**src/rtl/core/zih_pkg.sv**
```systemverilog
// Shared types, constants and the xorshift64 helper function for the Zobrist incremental hasher.
// No dependencies; every other file of the block imports this package.
package zih_pkg;

    localparam int NUM_KEYS    = 781;
    localparam int KEY_IDX_W   = $clog2(NUM_KEYS);
    localparam int HASH_W      = 64;
    localparam int QUEUE_DEPTH = 2;
    localparam int QPTR_W      = $clog2(QUEUE_DEPTH);
    localparam int QCNT_W      = $clog2(QUEUE_DEPTH + 1);

    localparam logic [KEY_IDX_W-1:0] PIECE_STRIDE = KEY_IDX_W'(12);
    localparam logic [KEY_IDX_W-1:0] COLOR_STRIDE = KEY_IDX_W'(6);
    localparam logic [KEY_IDX_W-1:0] SIDE_KEY     = KEY_IDX_W'(768);
    localparam logic [KEY_IDX_W-1:0] CASTLE_BASE  = KEY_IDX_W'(769);
    localparam logic [KEY_IDX_W-1:0] EP_BASE      = KEY_IDX_W'(773);
    localparam logic [KEY_IDX_W-1:0] LAST_KEY     = KEY_IDX_W'(NUM_KEYS - 1);

    localparam logic [HASH_W-1:0] SEED_RESET = 64'hf68e_34a4_e8cc_f09a;

    // Command codes on the input channel.
    localparam logic [2:0] CMD_CLEAR  = 3'd0;
    localparam logic [2:0] CMD_PIECE  = 3'd1;
    localparam logic [2:0] CMD_SIDE   = 3'd2;
    localparam logic [2:0] CMD_CASTLE = 3'd3;
    localparam logic [2:0] CMD_EP     = 3'd4;
    localparam logic [2:0] CMD_REGEN  = 3'd5;

    // Work classes handed from the front to the back.
    typedef enum logic [1:0] {
        OP_NONE,
        OP_CLEAR,
        OP_KEY,
        OP_REGEN
    } op_t;

    typedef struct packed {
        op_t                  op;
        logic                 two_keys;
        logic [KEY_IDX_W-1:0] addr0;
        logic [KEY_IDX_W-1:0] addr1;
    } entry_t;

    typedef struct packed {
        logic   valid;
        entry_t entry;
    } push_t;

    typedef struct packed {
        logic full;
        logic empty;
    } q_status_t;

    function automatic logic [HASH_W-1:0] xorshift64(input logic [HASH_W-1:0] x_in);
        logic [HASH_W-1:0] x;
        x = x_in;
        x = x ^ (x << 13);
        x = x ^ (x >> 7);
        x = x ^ (x << 17);
        return x;
    endfunction

endpackage

```
**src/rtl/core/zih_front.sv**
```systemverilog
// Input side of the hasher: takes items and turns them into key-table work.
// Depends on zih_pkg.
module zih_front
    import zih_pkg::*;
(
    input  logic       s_valid,
    output logic       s_ready,
    input  logic [2:0] s_cmd,
    input  logic [5:0] s_square,
    input  logic [2:0] s_piece_kind,
    input  logic       s_piece_color,
    input  logic [1:0] s_castle_index,
    input  logic       s_old_ep_valid,
    input  logic [5:0] s_old_ep_square,
    input  logic       s_new_ep_valid,
    input  logic [5:0] s_new_ep_square,
    input  q_status_t  q_status,
    output push_t      push
);

    logic [KEY_IDX_W-1:0] piece_idx;
    logic [KEY_IDX_W-1:0] old_ep_idx;
    logic [KEY_IDX_W-1:0] new_ep_idx;
    entry_t               entry;

    assign s_ready = !q_status.full;

    assign piece_idx = KEY_IDX_W'(s_square) * PIECE_STRIDE
                     + (s_piece_color ? COLOR_STRIDE : '0)
                     + KEY_IDX_W'(s_piece_kind);
    assign old_ep_idx = EP_BASE + KEY_IDX_W'(s_old_ep_square[2:0]);
    assign new_ep_idx = EP_BASE + KEY_IDX_W'(s_new_ep_square[2:0]);

    always_comb begin
        entry.op       = OP_NONE;
        entry.two_keys = 1'b0;
        entry.addr0    = piece_idx;
        entry.addr1    = new_ep_idx;
        unique case (s_cmd)
            CMD_CLEAR: begin
                entry.op = OP_CLEAR;
            end
            CMD_PIECE: begin
                entry.op = OP_KEY;
            end
            CMD_SIDE: begin
                entry.op    = OP_KEY;
                entry.addr0 = SIDE_KEY;
            end
            CMD_CASTLE: begin
                entry.op    = OP_KEY;
                entry.addr0 = CASTLE_BASE + KEY_IDX_W'(s_castle_index);
            end
            CMD_EP: begin
                // The present square goes first; the second read only happens when both are there.
                entry.op       = (s_old_ep_valid || s_new_ep_valid) ? OP_KEY : OP_NONE;
                entry.addr0    = s_old_ep_valid ? old_ep_idx : new_ep_idx;
                entry.two_keys = s_old_ep_valid && s_new_ep_valid;
            end
            CMD_REGEN: begin
                entry.op = OP_REGEN;
            end
            default: begin
                entry.op = OP_NONE;
            end
        endcase
    end

    assign push.valid = s_valid && s_ready;
    assign push.entry = entry;

endmodule

```
**config.mk**
```make
export PLATFORM = sky130hd
export DESIGN_NAME = zih_front
export DESIGN_NICKNAME = d
export VERILOG_FILES = /design/src/rtl/core/zih_pkg.sv /design/src/rtl/core/zih_front.sv
export SDC_FILE = /design/constraint.sdc
export NUM_CORES = 1
export LEC_CHECK = 0
export ABC_AREA = 1
export BUFFER_PORTS_ARGS = -buffer_cell sky130_fd_sc_hd__clkbuf_2
export CORE_MARGIN = 2
export CORE_UTILIZATION = 48
export DETAILED_ROUTE_END_ITERATION = 8
export PLACE_DENSITY = 0.91
export SYNTH_ARGS = -nofsm -noshare
export SYNTH_HDL_FRONTEND = slang
export SYNTH_SLANG_ARGS = --single-unit
```
**constraint.sdc**
```tcl
create_clock -name vclk -period 4
set_clock_uncertainty 0.1 [all_clocks]
set_input_delay 0.8 -clock vclk [all_inputs]
set_output_delay 0.8 -clock vclk [all_outputs]
set_load 0.02 [all_outputs]
```
==> metrics.cfg <==
[synth]
synth_cells=143
yosysTopAreaCell=ha_1
synth_area_um2=832
synth_xor_area_frac=0.0211
synthAdderAreaFrac=0.268
ys_seq_area_frac=0
synth_top_area_frac=0.195
synth_cell_type_count=25
ys.warnings.count=0
muxShareOfSynthArea=0
netlist_top_cells_area=ha_1, nand2_1, inv_1
synth.avg_cell_area_um2=5.82
synth_top_family_by_area=simple AND/OR/NAND/NOR gates
synthSimpleGateAreaFrac=0.385
synth_compound_area_frac=0.137

[min_path]
worstHoldStart=q_status[1]
hold_path_class=primary input to output port

[sta]
maxSlewViolCount=0
setup_tns_ns=0
max_freq_mhz=273
period_minus_slack_ns=3.66
rsz0062_at_grt=no
post-route-period-util=0.915
hold_violations=0
finalSetupViolCount=0

[critical_path]
path_class=primary input to output port
critPathCaptureType=output port
startpoint=s_square[0]
start_kind=primary input
arrival_ns=2.76
cpMostUsedCell=nand2_1
cp_slowest_cell=fa_1
crit_fanout=3
cp.required_ns=3.10
cpPeakStageDelay_ns=0.54
worstPathCellList=clkbuf_2, inv_1, fa_1, inv_1, ha_1, fa_1, nand2_1, nor2_1, nand2_1, nand2_1, nor2_1, clkbuf_2

[layout]
fin_cells=201
final_nets=234
drive_gt1_frac=0.272
nFlopsAndLatches=0
clock_buffers=0
regArea_um2=0
antenna_cells=0
syn_to_final_growth_pct=25.0
final_area_um2=1040

[die]
io_pins=57
initial_core_util=0.498
rows=15
core_area_um2=1670
die_h_um=45.6
die_area_um2=2080
die_width_um=45.6

[placement]
place_area_um2=1040
placed_cells=201
hpwl_um=1700
io_buffers=44
gp_congestion=0.788

[global_routing]
grt_overflow=0
antenna_found_initial=0
grt_pass1_wl_um=3040
grt.total_usage=0.188
grt_max_degree=11
grt_pass1_vias=838

[status]
status=completed

[run]
maxCapViolCount=0

[drt]
wl_per_cell_um=9.03
drtAntennaViolNets=0
drc=0
vias=984
routed_wl_um=1820
dr.first_iter.drc_count=4
viasPerCell=4.90
dr.pass1.iters=4

[power]
leakagePower_nw=0.667
power.total_uw=165
peakVddDrop_v=0.0000934
cellPowerDensity_nw_per_um2=159

[clocking]
hold_buffers=0
post-cts-setup-buffers=0
cts.repair.resized=0

[critical path, delay by kind of cell]
kind,cells,cell delay [ns]
adders and majority gates,3,1.14
buffers and inverters,4,0.37
and+or+nand+nor,5,0.44
[cells by family (layout without fill, tap and decap cells)]
group,Yosys count,after routing
other cells,2,6
simple gates,69,69
fa+ha+maj,16,16
compound gates,20,20
buf+inv,34,71
xor+xnor,2,2
[layout by cell type (no fill, tap or decap)]
master / count
a21o_1: 1
a21oi_1: 8
a31oi_1: 1
clkbuf_2: 44
conb_1: 6
fa_1: 3
ha_1: 13
inv_1: 27
nand2_1: 35
nand2_2: 2
nand2_4: 1
nand3_1: 13
nand3_4: 1
nand4_1: 1
nor2_1: 13
nor2_4: 2
nor3_1: 1
o211ai_1: 1
o21ai_0: 5
o21ai_1: 2
o221ai_1: 1
o311ai_0: 1
xnor2_1: 1
xor2_1: 1
[path summary, 6_finish.rpt]
| check | endpoint | cells after the start |
|---|---|---|
| setup / recovery | push[16] | 12 |
| hold / removal | s_ready | 3 |
[metal layers]
layer / GRT usage / up-vias / wire length, um
li1: - / 527 / -
met1: 0.205 / 430 / 718
met2: 0.400 / 27 / 986
met3: 0.00794 / 0 / 110
met4: 0.0118 / 0 / 0
met5: 0 / - / 0
[layout make-up]
type / instances / area, um^2
inverter: 27 / 101
tap: 17 / 21.3
timing repair buffer: 44 / 220
multi-input combinational: 113 / 697
fill: 162 / 631
[stage by stage]
stage / setup WS [ns] / utilization / hold WS, ns
after floorplan: 0.562 / - / 1.58
after global placement: 0.385 / 0.622 / 1.75
after detailed placement: 0.326 / 0.622 / 1.76
after CTS: 0.321 / 0.622 / 1.76
after global routing: 0.155 / 0.622 / 1.79
final: 0.342 / 0.622 / 1.76
[cells in the mapped netlist]
master and instances:
buf_4 6, o21ai_0 5, a31oi_1 1, clkbuf_1 1
inv_1 27, conb_1 2, a21oi_1 8, o21ai_1 2
nand2_1 35, nand3_1 13, xor2_1 1, nand3_4 1
ha_1 13, xnor2_1 1, nor2_1 13, nor2_4 2
o221ai_1 1, o311ai_0 1, fa_1 3, nor3_1 1
nand2_4 1, a21o_1 1, nand2_2 2, o211ai_1 1
nand4_1 1
[power by group]
group / switching, mW / internal, mW
combinational: 0.107 / 0.0585
clock: 0 / 0
sequential: 0 / 0
Note: power is estimated with default switching activity, not from simulation.
