**config.mk**
```make
export PLATFORM = sky130hd
export DESIGN_NAME = zih_queue
export DESIGN_NICKNAME = d
export VERILOG_FILES = /design/src/rtl/core/zih_pkg.sv /design/src/rtl/core/zih_queue.sv
export SDC_FILE = /design/constraint.sdc
export NUM_CORES = 1
export LEC_CHECK = 0
export CORE_MARGIN = 2
export CORE_UTILIZATION = 40
export DETAILED_ROUTE_END_ITERATION = 10
export DONT_BUFFER_PORTS = 1
export HOLD_SLACK_MARGIN = 0.03
export PLACE_DENSITY = 0.56
export SLEW_MARGIN = 20
export SYNTH_ARGS = -nofsm -noshare
export SYNTH_HDL_FRONTEND = slang
export SYNTH_SLANG_ARGS = --single-unit
```
**constraint.sdc**
```tcl
create_clock -name aclk -period 1.9 [get_ports aclk]
set_input_delay 0.19 -clock aclk [delete_from_list [all_inputs] [get_ports aclk]]
set_output_delay 0.19 -clock aclk [all_outputs]
set_load 0.02 [all_outputs]
```
**src/rtl/core/zih_pkg.sv**
```systemverilog
// Shared types, constants and the xorshift64 helper function for the Zobrist incremental hasher.
// No dependencies; every other file of the block imports this package.
package zih_pkg;

    localparam int NUM_KEYS    = 781;
    localparam int KEY_IDX_W   = $clog2(NUM_KEYS);
    localparam int HASH_W      = 64;
    localparam int QUEUE_DEPTH = 2;
    localparam int QPTR_W      = $clog2(QUEUE_DEPTH);
    localparam int QCNT_W      = $clog2(QUEUE_DEPTH + 1);

    localparam logic [KEY_IDX_W-1:0] PIECE_STRIDE = KEY_IDX_W'(12);
    localparam logic [KEY_IDX_W-1:0] COLOR_STRIDE = KEY_IDX_W'(6);
    localparam logic [KEY_IDX_W-1:0] SIDE_KEY     = KEY_IDX_W'(768);
    localparam logic [KEY_IDX_W-1:0] CASTLE_BASE  = KEY_IDX_W'(769);
    localparam logic [KEY_IDX_W-1:0] EP_BASE      = KEY_IDX_W'(773);
    localparam logic [KEY_IDX_W-1:0] LAST_KEY     = KEY_IDX_W'(NUM_KEYS - 1);

    localparam logic [HASH_W-1:0] SEED_RESET = 64'hf68e_34a4_e8cc_f09a;

    // Command codes on the input channel.
    localparam logic [2:0] CMD_CLEAR  = 3'd0;
    localparam logic [2:0] CMD_PIECE  = 3'd1;
    localparam logic [2:0] CMD_SIDE   = 3'd2;
    localparam logic [2:0] CMD_CASTLE = 3'd3;
    localparam logic [2:0] CMD_EP     = 3'd4;
    localparam logic [2:0] CMD_REGEN  = 3'd5;

    // Work classes handed from the front to the back.
    typedef enum logic [1:0] {
        OP_NONE,
        OP_CLEAR,
        OP_KEY,
        OP_REGEN
    } op_t;

    typedef struct packed {
        op_t                  op;
        logic                 two_keys;
        logic [KEY_IDX_W-1:0] addr0;
        logic [KEY_IDX_W-1:0] addr1;
    } entry_t;

    typedef struct packed {
        logic   valid;
        entry_t entry;
    } push_t;

    typedef struct packed {
        logic full;
        logic empty;
    } q_status_t;

    function automatic logic [HASH_W-1:0] xorshift64(input logic [HASH_W-1:0] x_in);
        logic [HASH_W-1:0] x;
        x = x_in;
        x = x ^ (x << 13);
        x = x ^ (x >> 7);
        x = x ^ (x << 17);
        return x;
    endfunction

endpackage

```
**src/rtl/core/zih_queue.sv**
```systemverilog
// Short FIFO of decoded work between the front and the back of the hasher.
// Depends on zih_pkg.
module zih_queue
    import zih_pkg::*;
(
    input  logic      aclk,
    input  logic      aresetn,
    input  push_t     push,
    input  logic      pop,
    output entry_t    head,
    output q_status_t q_status
);

    entry_t            slots_reg [QUEUE_DEPTH];
    logic [QPTR_W-1:0] wr_ptr_reg;
    logic [QPTR_W-1:0] rd_ptr_reg;
    logic [QCNT_W-1:0] count_reg;
    logic [QPTR_W-1:0] wr_ptr_next;
    logic [QPTR_W-1:0] rd_ptr_next;
    logic [QCNT_W-1:0] count_next;

    assign q_status.full  = (count_reg == QCNT_W'(QUEUE_DEPTH));
    assign q_status.empty = (count_reg == '0);
    assign head           = slots_reg[rd_ptr_reg];

    always_comb begin
        wr_ptr_next = wr_ptr_reg;
        rd_ptr_next = rd_ptr_reg;
        count_next  = count_reg;
        if (push.valid) begin
            wr_ptr_next = (wr_ptr_reg == QPTR_W'(QUEUE_DEPTH - 1)) ? '0 : wr_ptr_reg + 1'b1;
        end
        if (pop) begin
            rd_ptr_next = (rd_ptr_reg == QPTR_W'(QUEUE_DEPTH - 1)) ? '0 : rd_ptr_reg + 1'b1;
        end
        if (push.valid && !pop) begin
            count_next = count_reg + 1'b1;
        end else if (pop && !push.valid) begin
            count_next = count_reg - 1'b1;
        end
    end

    always_ff @(posedge aclk) begin
        if (!aresetn) begin
            wr_ptr_reg <= '0;
            rd_ptr_reg <= '0;
            count_reg  <= '0;
        end else begin
            wr_ptr_reg <= wr_ptr_next;
            rd_ptr_reg <= rd_ptr_next;
            count_reg  <= count_next;
        end
    end

    always_ff @(posedge aclk) begin
        if (push.valid) begin
            slots_reg[wr_ptr_reg] <= push.entry;
        end
    end

endmodule

```
==> flow_summary.toml, run 1 <==
[routing]
drc_errors = 0
dr.pass1.iters = 4
wl_per_cell_um = 16.9
drt_iter0_markers = 87
antenna_left = 0
via_count = 907
routed_wl_um = 3080
routed_via_density = 4.98

[cells_and_area]
largest_register_ffs = 46
n_antenna_cell = 0
layout-area-overhead-vs-synth_pct = 23.0
final_core_util = 0.519
layout.nets = 157
design_area_um2 = 2310
drive_above_1_share = 0.285

[timing]
final.period_utilization = 0.765
final_max_slew_viol_count = 0
finalSetupViolations = 0
tns_ps = 0
max_slew_margin = 0.737
hold_ws_ps = 117
rsz0062_at_grt = "false"
clock_skew_ps = 10.5
hold_viol_final = 0
finalCriticalPeriod_ps = 1450
fmaxAchievable_mhz = 688
worst_pin_slew_ps = 392

[worst_setup_path]
reg2reg_to = "slots_reg[1][3]"
r2r-start = "wr_ptr_reg"
cp_cell_sequence = "buf_4 -> mux2_2"
crit_type = "reg -> out"
worst-r2r-cell-count = 2
crit_fanout = 13
critPathCaptureType = "output port"
arrival_ps = 1260
required_ps = 1710
r2r_setup_slack_ps = 640
critPathMaxStageDelay_ps = 420
slowest_stage = "mux2_2"
crit_path_start_kind = "flip-flop"
crit_family = "multiplexers"
cp_num_buf_inv = 1

[synth]
yosys_warnings = 0
synthArstFlopShare = 0
ys_ff_latch = 51
ys.flop_type = "edfxtp_1"
ys_seq_area_frac = 0.790
synthesis.area_um2 = 1870
synth_edf_count = 46
syn_avg_cell_area_um2 = 20.2
ys_types = 16
syn_inst = 93
syn-num-nets = 121

[power]
intPower_w = 0.00166
p_per_area_nw_per_um2 = 946
switching_share = 0.238
clkPwrFrac = 0.268
p_sw_w = 0.000519
power_w = 0.00218
ir_worst_vdd_mv = 0.548
pwr-share-comb = 0.131
total_leakage_power_nw = 0.792
seqPwrFrac = 0.601

[clock_tree]
clock-sinks = 51
holdBufCountCts = 24
clkTransAtPathRegs_ps = 80
worstSkewPairLatency_ps = 300
ctsResizeCount = 0
cts_buffer_depth = 2
postCtsSetupRepairBufs = 0
cts_buffers = 5
cts_root_buffer = "clkbuf_8"
cts_tree = "built"
cts_htree_levels = 2

[die]
die_width_um = 72.5
core_um2 = 4440
dieArea_um2 = 5250
die_h_um = 72.5
ios = 52
row_count = 24
initial_utilization = 0.422

[placed_design]
io_buffers = 0
globalplace.congestion = 0.652
postPlaceCellArea_um2 = 1970
hpwl_um = 2100

[outcome]
status = "complete, no violations"

[global_routing]
grt_pass1_wl_um = 4740
antenna_found_initial = 0
grt_use_total = 0.124
grt_pass1_vias = 985
overflow = 0
grt_max_degree = 16

[hold_path]
worstHoldEndpoint = "wr_ptr_reg"
min_path_type = "in -> reg"
holdPathStages = 2
hold_start = "push[23]"

[job]
maxCapViolations = 0
[worst register-to-register path, delay by kind of cell, from the launching register on]
kind / cells / cell delay (ps)
buffers and inverters: 1 / 270
flip-flops: 1 / 360
AND/OR/NAND/NOR: 1 / 340
[placed cells by master (no fill, tap or decap), types with 2 or more instances in the layout]
master | Yosys | final
clkinv_1 | 0 | 2
dlygate4sd3_1 | 0 | 25
and2_1 | 4 | 4
dfxtp_1 | 5 | 5
clkbuf_8 | 0 | 5
xor2_1 | 2 | 2
buf_4 | 2 | 6
mux2_2 | 23 | 23
edfxtp_1 | 46 | 46
[worst max path at each step]
stage	startpoint	endpoint	slack, ps	cells past startpoint
after global routing	flip-flop	head[6]	360	2
after CTS	flip-flop	head[9]	410	2
after detailed placement	wr_ptr_reg	slots_reg[1][20]	630	2
final	flip-flop	head[9]	450	2
after global placement	wr_ptr_reg	slots_reg[1][16]	680	2
after floorplan	wr_ptr_reg	slots_reg[0][0]	110	1
[cells in the mapped netlist (2+ instances only)]
cell / number / area share
edfxtp_1: 46 / 0.74
xor2_1: 2 / 0.0093
mux2_2: 23 / 0.14
and2_1: 4 / 0.013
buf_4: 2 / 0.0080
dfxtp_1: 5 / 0.053
nor2b_1: 2 / 0.0067
[layout make-up]
cell class / instances / area (um2)
fillers: 383 / 2140
clock inverters: 3 / 15.0
repair buffers: 31 / 295
well taps: 52 / 65.1
inverters: 1 / 3.75
flip-flops and latches: 51 / 1480
clock buffers: 5 / 68.8
multi-input cells: 39 / 377
[power groups by stage]
| stage | clock [W] | combinational (W) | sequential (W) |
|---|---|---|---|
| 4_1_cts | 0.000606 | 0.000291 | 0.00131 |
| 2_1_floorplan | 0 | 0.000204 | 0.00133 |
| 5_1_grt | 0.000660 | 0.000307 | 0.00132 |
| 3_5_place_dp | 0 | 0.000242 | 0.00134 |
| 6_report | 0.000584 | 0.000287 | 0.00131 |
| 3_3_place_gp | 0 | 0.000238 | 0.00133 |
[stage by stage]
step                setup slack, ps  std cells
CTS                             411        181
floorplan                       110         93
global placement                683        149
finish                          447        182
detailed placement              630        149
global route                    363        182
[metal layers]
| metal | global-route usage | share of wire | up-vias |
|---|---|---|---|
| li1 | - | - | 423 |
| met1 | 0.145 | 0.41 | 450 |
| met2 | 0.205 | 0.51 | 27 |
| met3 | 0.0500 | 0.059 | 7 |
| met4 | 0.0494 | 0.015 | 0 |
| met5 | 0 | 0 | - |
[cells by family after synthesis]
family / after synthesis / share of synthesized area
adder cells (fa/ha/maj): 1 / 0.00667
AND/OR/NAND/NOR: 9 / 0.0300
XOR/XNOR: 3 / 0.0140
buffers and inverters: 3 / 0.0100
flip-flops: 51 / 0.790
multiplexers: 23 / 0.138
AO/OA/AOI/OAI: 3 / 0.0107
No activity file was read; power rests on OpenSTA's default activity.
==> run 2: changes to the inputs <==
- clock period: 1.9 -> 1.2 ns (I/O delays scaled with it)
==> run 2 against run 1 <==
  * The flow now finishes with violations (negative setup slack)
  * Critical path type unchanged
  * Critical endpoint is now head[15]
  * Setup slack worse by 560 ps
  * Clock power up 90%
  * Via count up 0.66%
  * Largest cell class unchanged
  * Largest power group unchanged
==> flow_summary.toml, run 2 (synthesis results as in run 1) <==
[global_routing]
grt_max_degree = 16
grt_pass1_vias = 1005
overflow = 0
grt_pass1_wl_um = 5120
grt_use_total = 0.133
antenna_found_initial = 0

[placed_design]
io_buffers = 0
dp.cells = 149
globalplace.congestion = 0.631

[die]
ios = 52
row_count = 24
core_um2 = 4440
initial_utilization = 0.422
die_width_um = 72.5
dieArea_um2 = 5250
die_h_um = 72.5

[timing]
hold_viol_final = 0
hold_ws_ps = 55.6
setup_ws_ps = -112
finalSetupViolations = 23
max_slew_margin = 0.743
fmaxAchievable_mhz = 762
final_max_slew_viol_count = 0
finalCriticalPeriod_ps = 1310
clock_skew_ps = 3.31
rsz0062_at_grt = "true"
worst_pin_slew_ps = 385
final.period_utilization = 1.09

[cells_and_area]
n_fill_cell = 383
drive_above_1_share = 0.313
n_antenna_cell = 0
multiInputGateArea_um2 = 464
layout.nets = 158
largest_register_ffs = 46
seq_area_um2 = 1490
final_cell_mix = "edfxtp_1 (46), dlygate4sd3_1 (25), mux2_4 (23)"
final_cells = 183
layout-area-overhead-vs-synth_pct = 31.5
final_common_cell = "edfxtp_1"

[clock_tree]
clkTransAtPathRegs_ps = 80
clock-sinks = 51
cts_htree_levels = 2
cts_buffers = 5
cts_buffer_depth = 2
cts_root_buffer = "clkbuf_8"
cts_tree = "built"
worstSkewPairLatency_ps = 290

[worst_setup_path]
crit_type = "reg -> out"
arrival_ps = 1190
crit_family = "flip-flops"
worst-r2r-cell-count = 3
cp_cell_sequence = "buf_6 -> mux2_4"
cp_num_cells = 2
slowest_stage = "dfxtp_4"
cp_num_buf_inv = 1
critPathMaxStageDelay_ps = 400
required_ps = 1080
crit_fanout = 6
critPathCaptureType = "output port"
crit_path_start_kind = "flip-flop"

[hold_path]
min_path_type = "in -> reg"
holdPathStages = 2

[routing]
wl_per_cell_um = 17.4
via_count = 913
drt_iter0_markers = 54
drc_errors = 0
routed_via_density = 4.99
antenna_left = 0
routed_wl_um = 3190
dr.pass1.iters = 4

[power]
ir_worst_vdd_mv = 0.787
p_per_area_nw_per_um2 = 1520
total_leakage_power_nw = 0.911

[outcome]
violations = "negative setup slack"
status = "finished with violations"

[job]
maxCapViolations = 0
[run 2: changes by cell type in the layout (fill, tap and decap cells not counted), moves of 2 or more]
| cell | delta |
|---|---|
| buf_4 | -3 |
| mux2_4 | +23 |
| mux2_2 | -23 |
| buf_12 | +2 |
[run 2: power breakdown]
group	internal [W]	switching [W]	total, W
combinational	0.000266	0.000281	0.000547
sequential	0.00204	0.0000418	0.00208
clock	0.000610	0.000504	0.00111
[run 2: metal layers]
layer	up-vias	part of all wire	wire length [um]	GRT usage
met1	456	0.41	1300	0.155
li1	424	-	-	-
met3	2	0.058	186	0.0556
met4	0	0.0053	17	0.0432
met5	-	0	0	0
met2	31	0.53	1680	0.224
[run 2: repair_timing]
action	in CTS	in global routing
gates resized for setup	32	0
setup buffers	0	0
cloned	1	0
hold endpoints to repair	51	0
setup endpoints to repair	23	23
hold buffers	25	0
[run 2: worst register-to-register path: cells and delay by family, from the launching register on]
family,cells,cell delay (ps)
simple gates,1,320
flops,1,360
xor+xnor,1,190
compound gates,1,140
[run 2: stage by stage]
stage	total power [W]	area [um2]	setup TNS (ps)	setup WS, ps	utilization
2_1_floorplan	0.00243	1880	-3550	-153	-
3_3_place_gp	0.00249	1990	0	127	0.447
3_5_place_dp	0.00251	1990	0	121	0.447
4_1_cts	0.00379	2460	-2690	-122	0.555
5_1_grt	0.00390	2460	-3310	-151	0.555
6_report	0.00375	2460	-2380	-112	0.555
[run 2: area by class of cell]
class                           count  share of cell area
Clock buffer                        5              0.0279
Clock inverter                      3              0.0157
Inverter                            1             0.00152
Multi-Input combinational cell     39               0.188
Sequential cell                    51               0.603
Tap cell                           52              0.0264
Timing Repair Buffer               32               0.138
[run 2: final timing paths]
check	from	to	slack, ps
setup / recovery	flip-flop	head[15]	-110
hold / removal	pop	flip-flop	60
setup reg to reg	count_reg[0]	count_reg[1]	140
hold reg to reg	count_reg[1]	count_reg[1]	550
==> run 3: changes to the inputs <==
- CELL_PAD_IN_SITES_DETAIL_PLACEMENT: not set -> 1
- CELL_PAD_IN_SITES_GLOBAL_PLACEMENT: not set -> 1
- PLACE_DENSITY: 0.56 -> 0.65
==> run 3 against run 2 <==
  * The run still ends with negative setup slack left
  * Count of clock-buffer cells in the layout up 1
  * Final cell count down 0.55%
  * Worst hold slack about the same
  * Via count down 0.33%
  * Design area up 0.76%
  * Highest routed layer unchanged
==> flow_summary.toml, run 3 (synthesis results as in run 1) <==
[clock_tree]
worstSkewPairLatency_ps = 300
cts_buffer_depth = 2
cts_tree = "built"
cts_root_buffer = "clkbuf_8"
cts_htree_levels = 2
cts_buffers = 5
clock-sinks = 51
clkTransAtPathRegs_ps = 80

[worst_setup_path]
arrival_ps = 1190
critPathCaptureType = "output port"
r2r-start = "count_reg[0]"
crit_path_start_kind = "flip-flop"
crit_type = "reg -> out"
crit_fanout = 10
required_ps = 1080

[cells_and_area]
final_common_cell = "edfxtp_1"
drive_above_1_share = 0.315
final_cell_mix = "edfxtp_1 (46), dlygate4sd3_1 (24), mux2_4 (23)"
layout-area-overhead-vs-synth_pct = 32.5
largest_register_ffs = 46
n_antenna_cell = 0
layout.nets = 157
final_cells = 182

[power]
p_sw_w = 0.000842
switching_share = 0.211
intPower_w = 0.00314
pwr-share-comb = 0.137
p_per_area_nw_per_um2 = 1600
clkPwrFrac = 0.339
ir_worst_vdd_mv = 0.696
total_leakage_power_nw = 0.918
seqPwrFrac = 0.524

[routing]
routed_via_density = 5.00
drt-met1-wl_um = 1250
dr.pass1.iters = 4
via_count = 910
highest_layer = "met4"
wl_met3_um = 194
drt_iter0_markers = 29
dr_wl_met2_um = 1850
routed_wl_um = 3340
wl_per_cell_um = 18.3
antenna_left = 0
drc_errors = 0

[die]
ios = 52
die_width_um = 72.5
initial_utilization = 0.422
row_count = 24
die_h_um = 72.5
core_um2 = 4440
dieArea_um2 = 5250

[timing]
final.period_utilization = 1.09
max_slew_margin = 0.753
worst_pin_slew_ps = 369
finalCriticalPeriod_ps = 1310
hold_viol_final = 0
rsz0062_at_grt = "true"
fmaxAchievable_mhz = 765
setup_ws_ps = -107
clock_skew_ps = 2.99
final_max_slew_viol_count = 0
finalSetupViolations = 23

[hold_path]
hold_start = "push[23]"
min_path_type = "in -> reg"

[placed_design]
hpwl_um = 2150
globalplace.congestion = 0.628
pre_cts_ws_ps = 119
dp.cells = 149
io_buffers = 0

[global_routing]
antenna_found_initial = 0
grt_pass1_vias = 1055
grt_use_total = 0.145
grt_max_degree = 16
overflow = 0
grt_pass1_wl_um = 5530

[outcome]
status = "finished with violations"
violations = "negative setup slack"

[job]
maxCapViolations = 0
[run 3: cell types whose count changed in the layout (fill, tap and decap cells not counted), sizes merged]
| cell | before | now |
|---|---|---|
| dlygate4sd3 | 25 | 24 |
| bufinv | 1 | 2 |
| clkinv | 2 | 0 |
| clkbuf | 5 | 6 |
[run 3: worst max-delay path: stages, from the launching register on]
cell	delay, ps
dfxtp_4	400
buf_12	150
mux2_4	340
[run 3: routing by layer]
layer  GRT usage  vias to the layer above
li1            -                      423
met4      0.0556                        0
met5           0                        -
met1       0.157                      452
met3      0.0556                        5
met2       0.256                       30
[run 3: layout make-up]
cell class,instances,area [um2]
fill,400,1960
sequential,51,1490
multi-input combinational,39,464
timing repair buffer,31,333
clock buffer,6,72.6
tap,52,65.1
clock inverter,2,60.1
inverter,1,3.75
[run 3: what timing repair did]
action | 4_1_cts | 5_1_grt
endpoints found under the hold margin | 51 | 0
pin swaps | 0 | 0
gates resized for setup | 33 | 0
setup endpoints to repair | 23 | 23
gates cloned | 1 | 0
setup buffers | 0 | 0
hold buffers | 24 | 0
[run 3: metrics by stage]
stage                     TNS [ps]   util  total power (W)  hold WS, ps  instance area [um2]
after global routing         -3540  0.559          0.00414         49.4                 2480
after CTS                    -2810  0.559          0.00404         43.0                 2480
final                        -2360  0.559          0.00398         55.3                 2480
after detailed placement         0  0.447          0.00251          219                 1990
after global placement           0  0.447          0.00249          219                 1990
after floorplan              -3550      -          0.00243          219                 1880
[run 3: power by group through the flow]
stage | sequential, W | combinational, W | clock [W]
after detailed placement | 0.00212 | 0.000392 | 0
final | 0.00209 | 0.000547 | 0.00135
after global placement | 0.00211 | 0.000384 | 0
after floorplan | 0.00211 | 0.000324 | 0
after CTS | 0.00209 | 0.000555 | 0.00140
after global routing | 0.00210 | 0.000583 | 0.00146
[run 3: path summary, 6_finish.rpt]
path	cells after the start	endpoint	slack, ps
hold reg to reg	2	count_reg[1]	570
setup reg to reg	3	count_reg[1]	140
setup / recovery	2	head[6]	-110
hold / removal	2	wr_ptr_reg	60
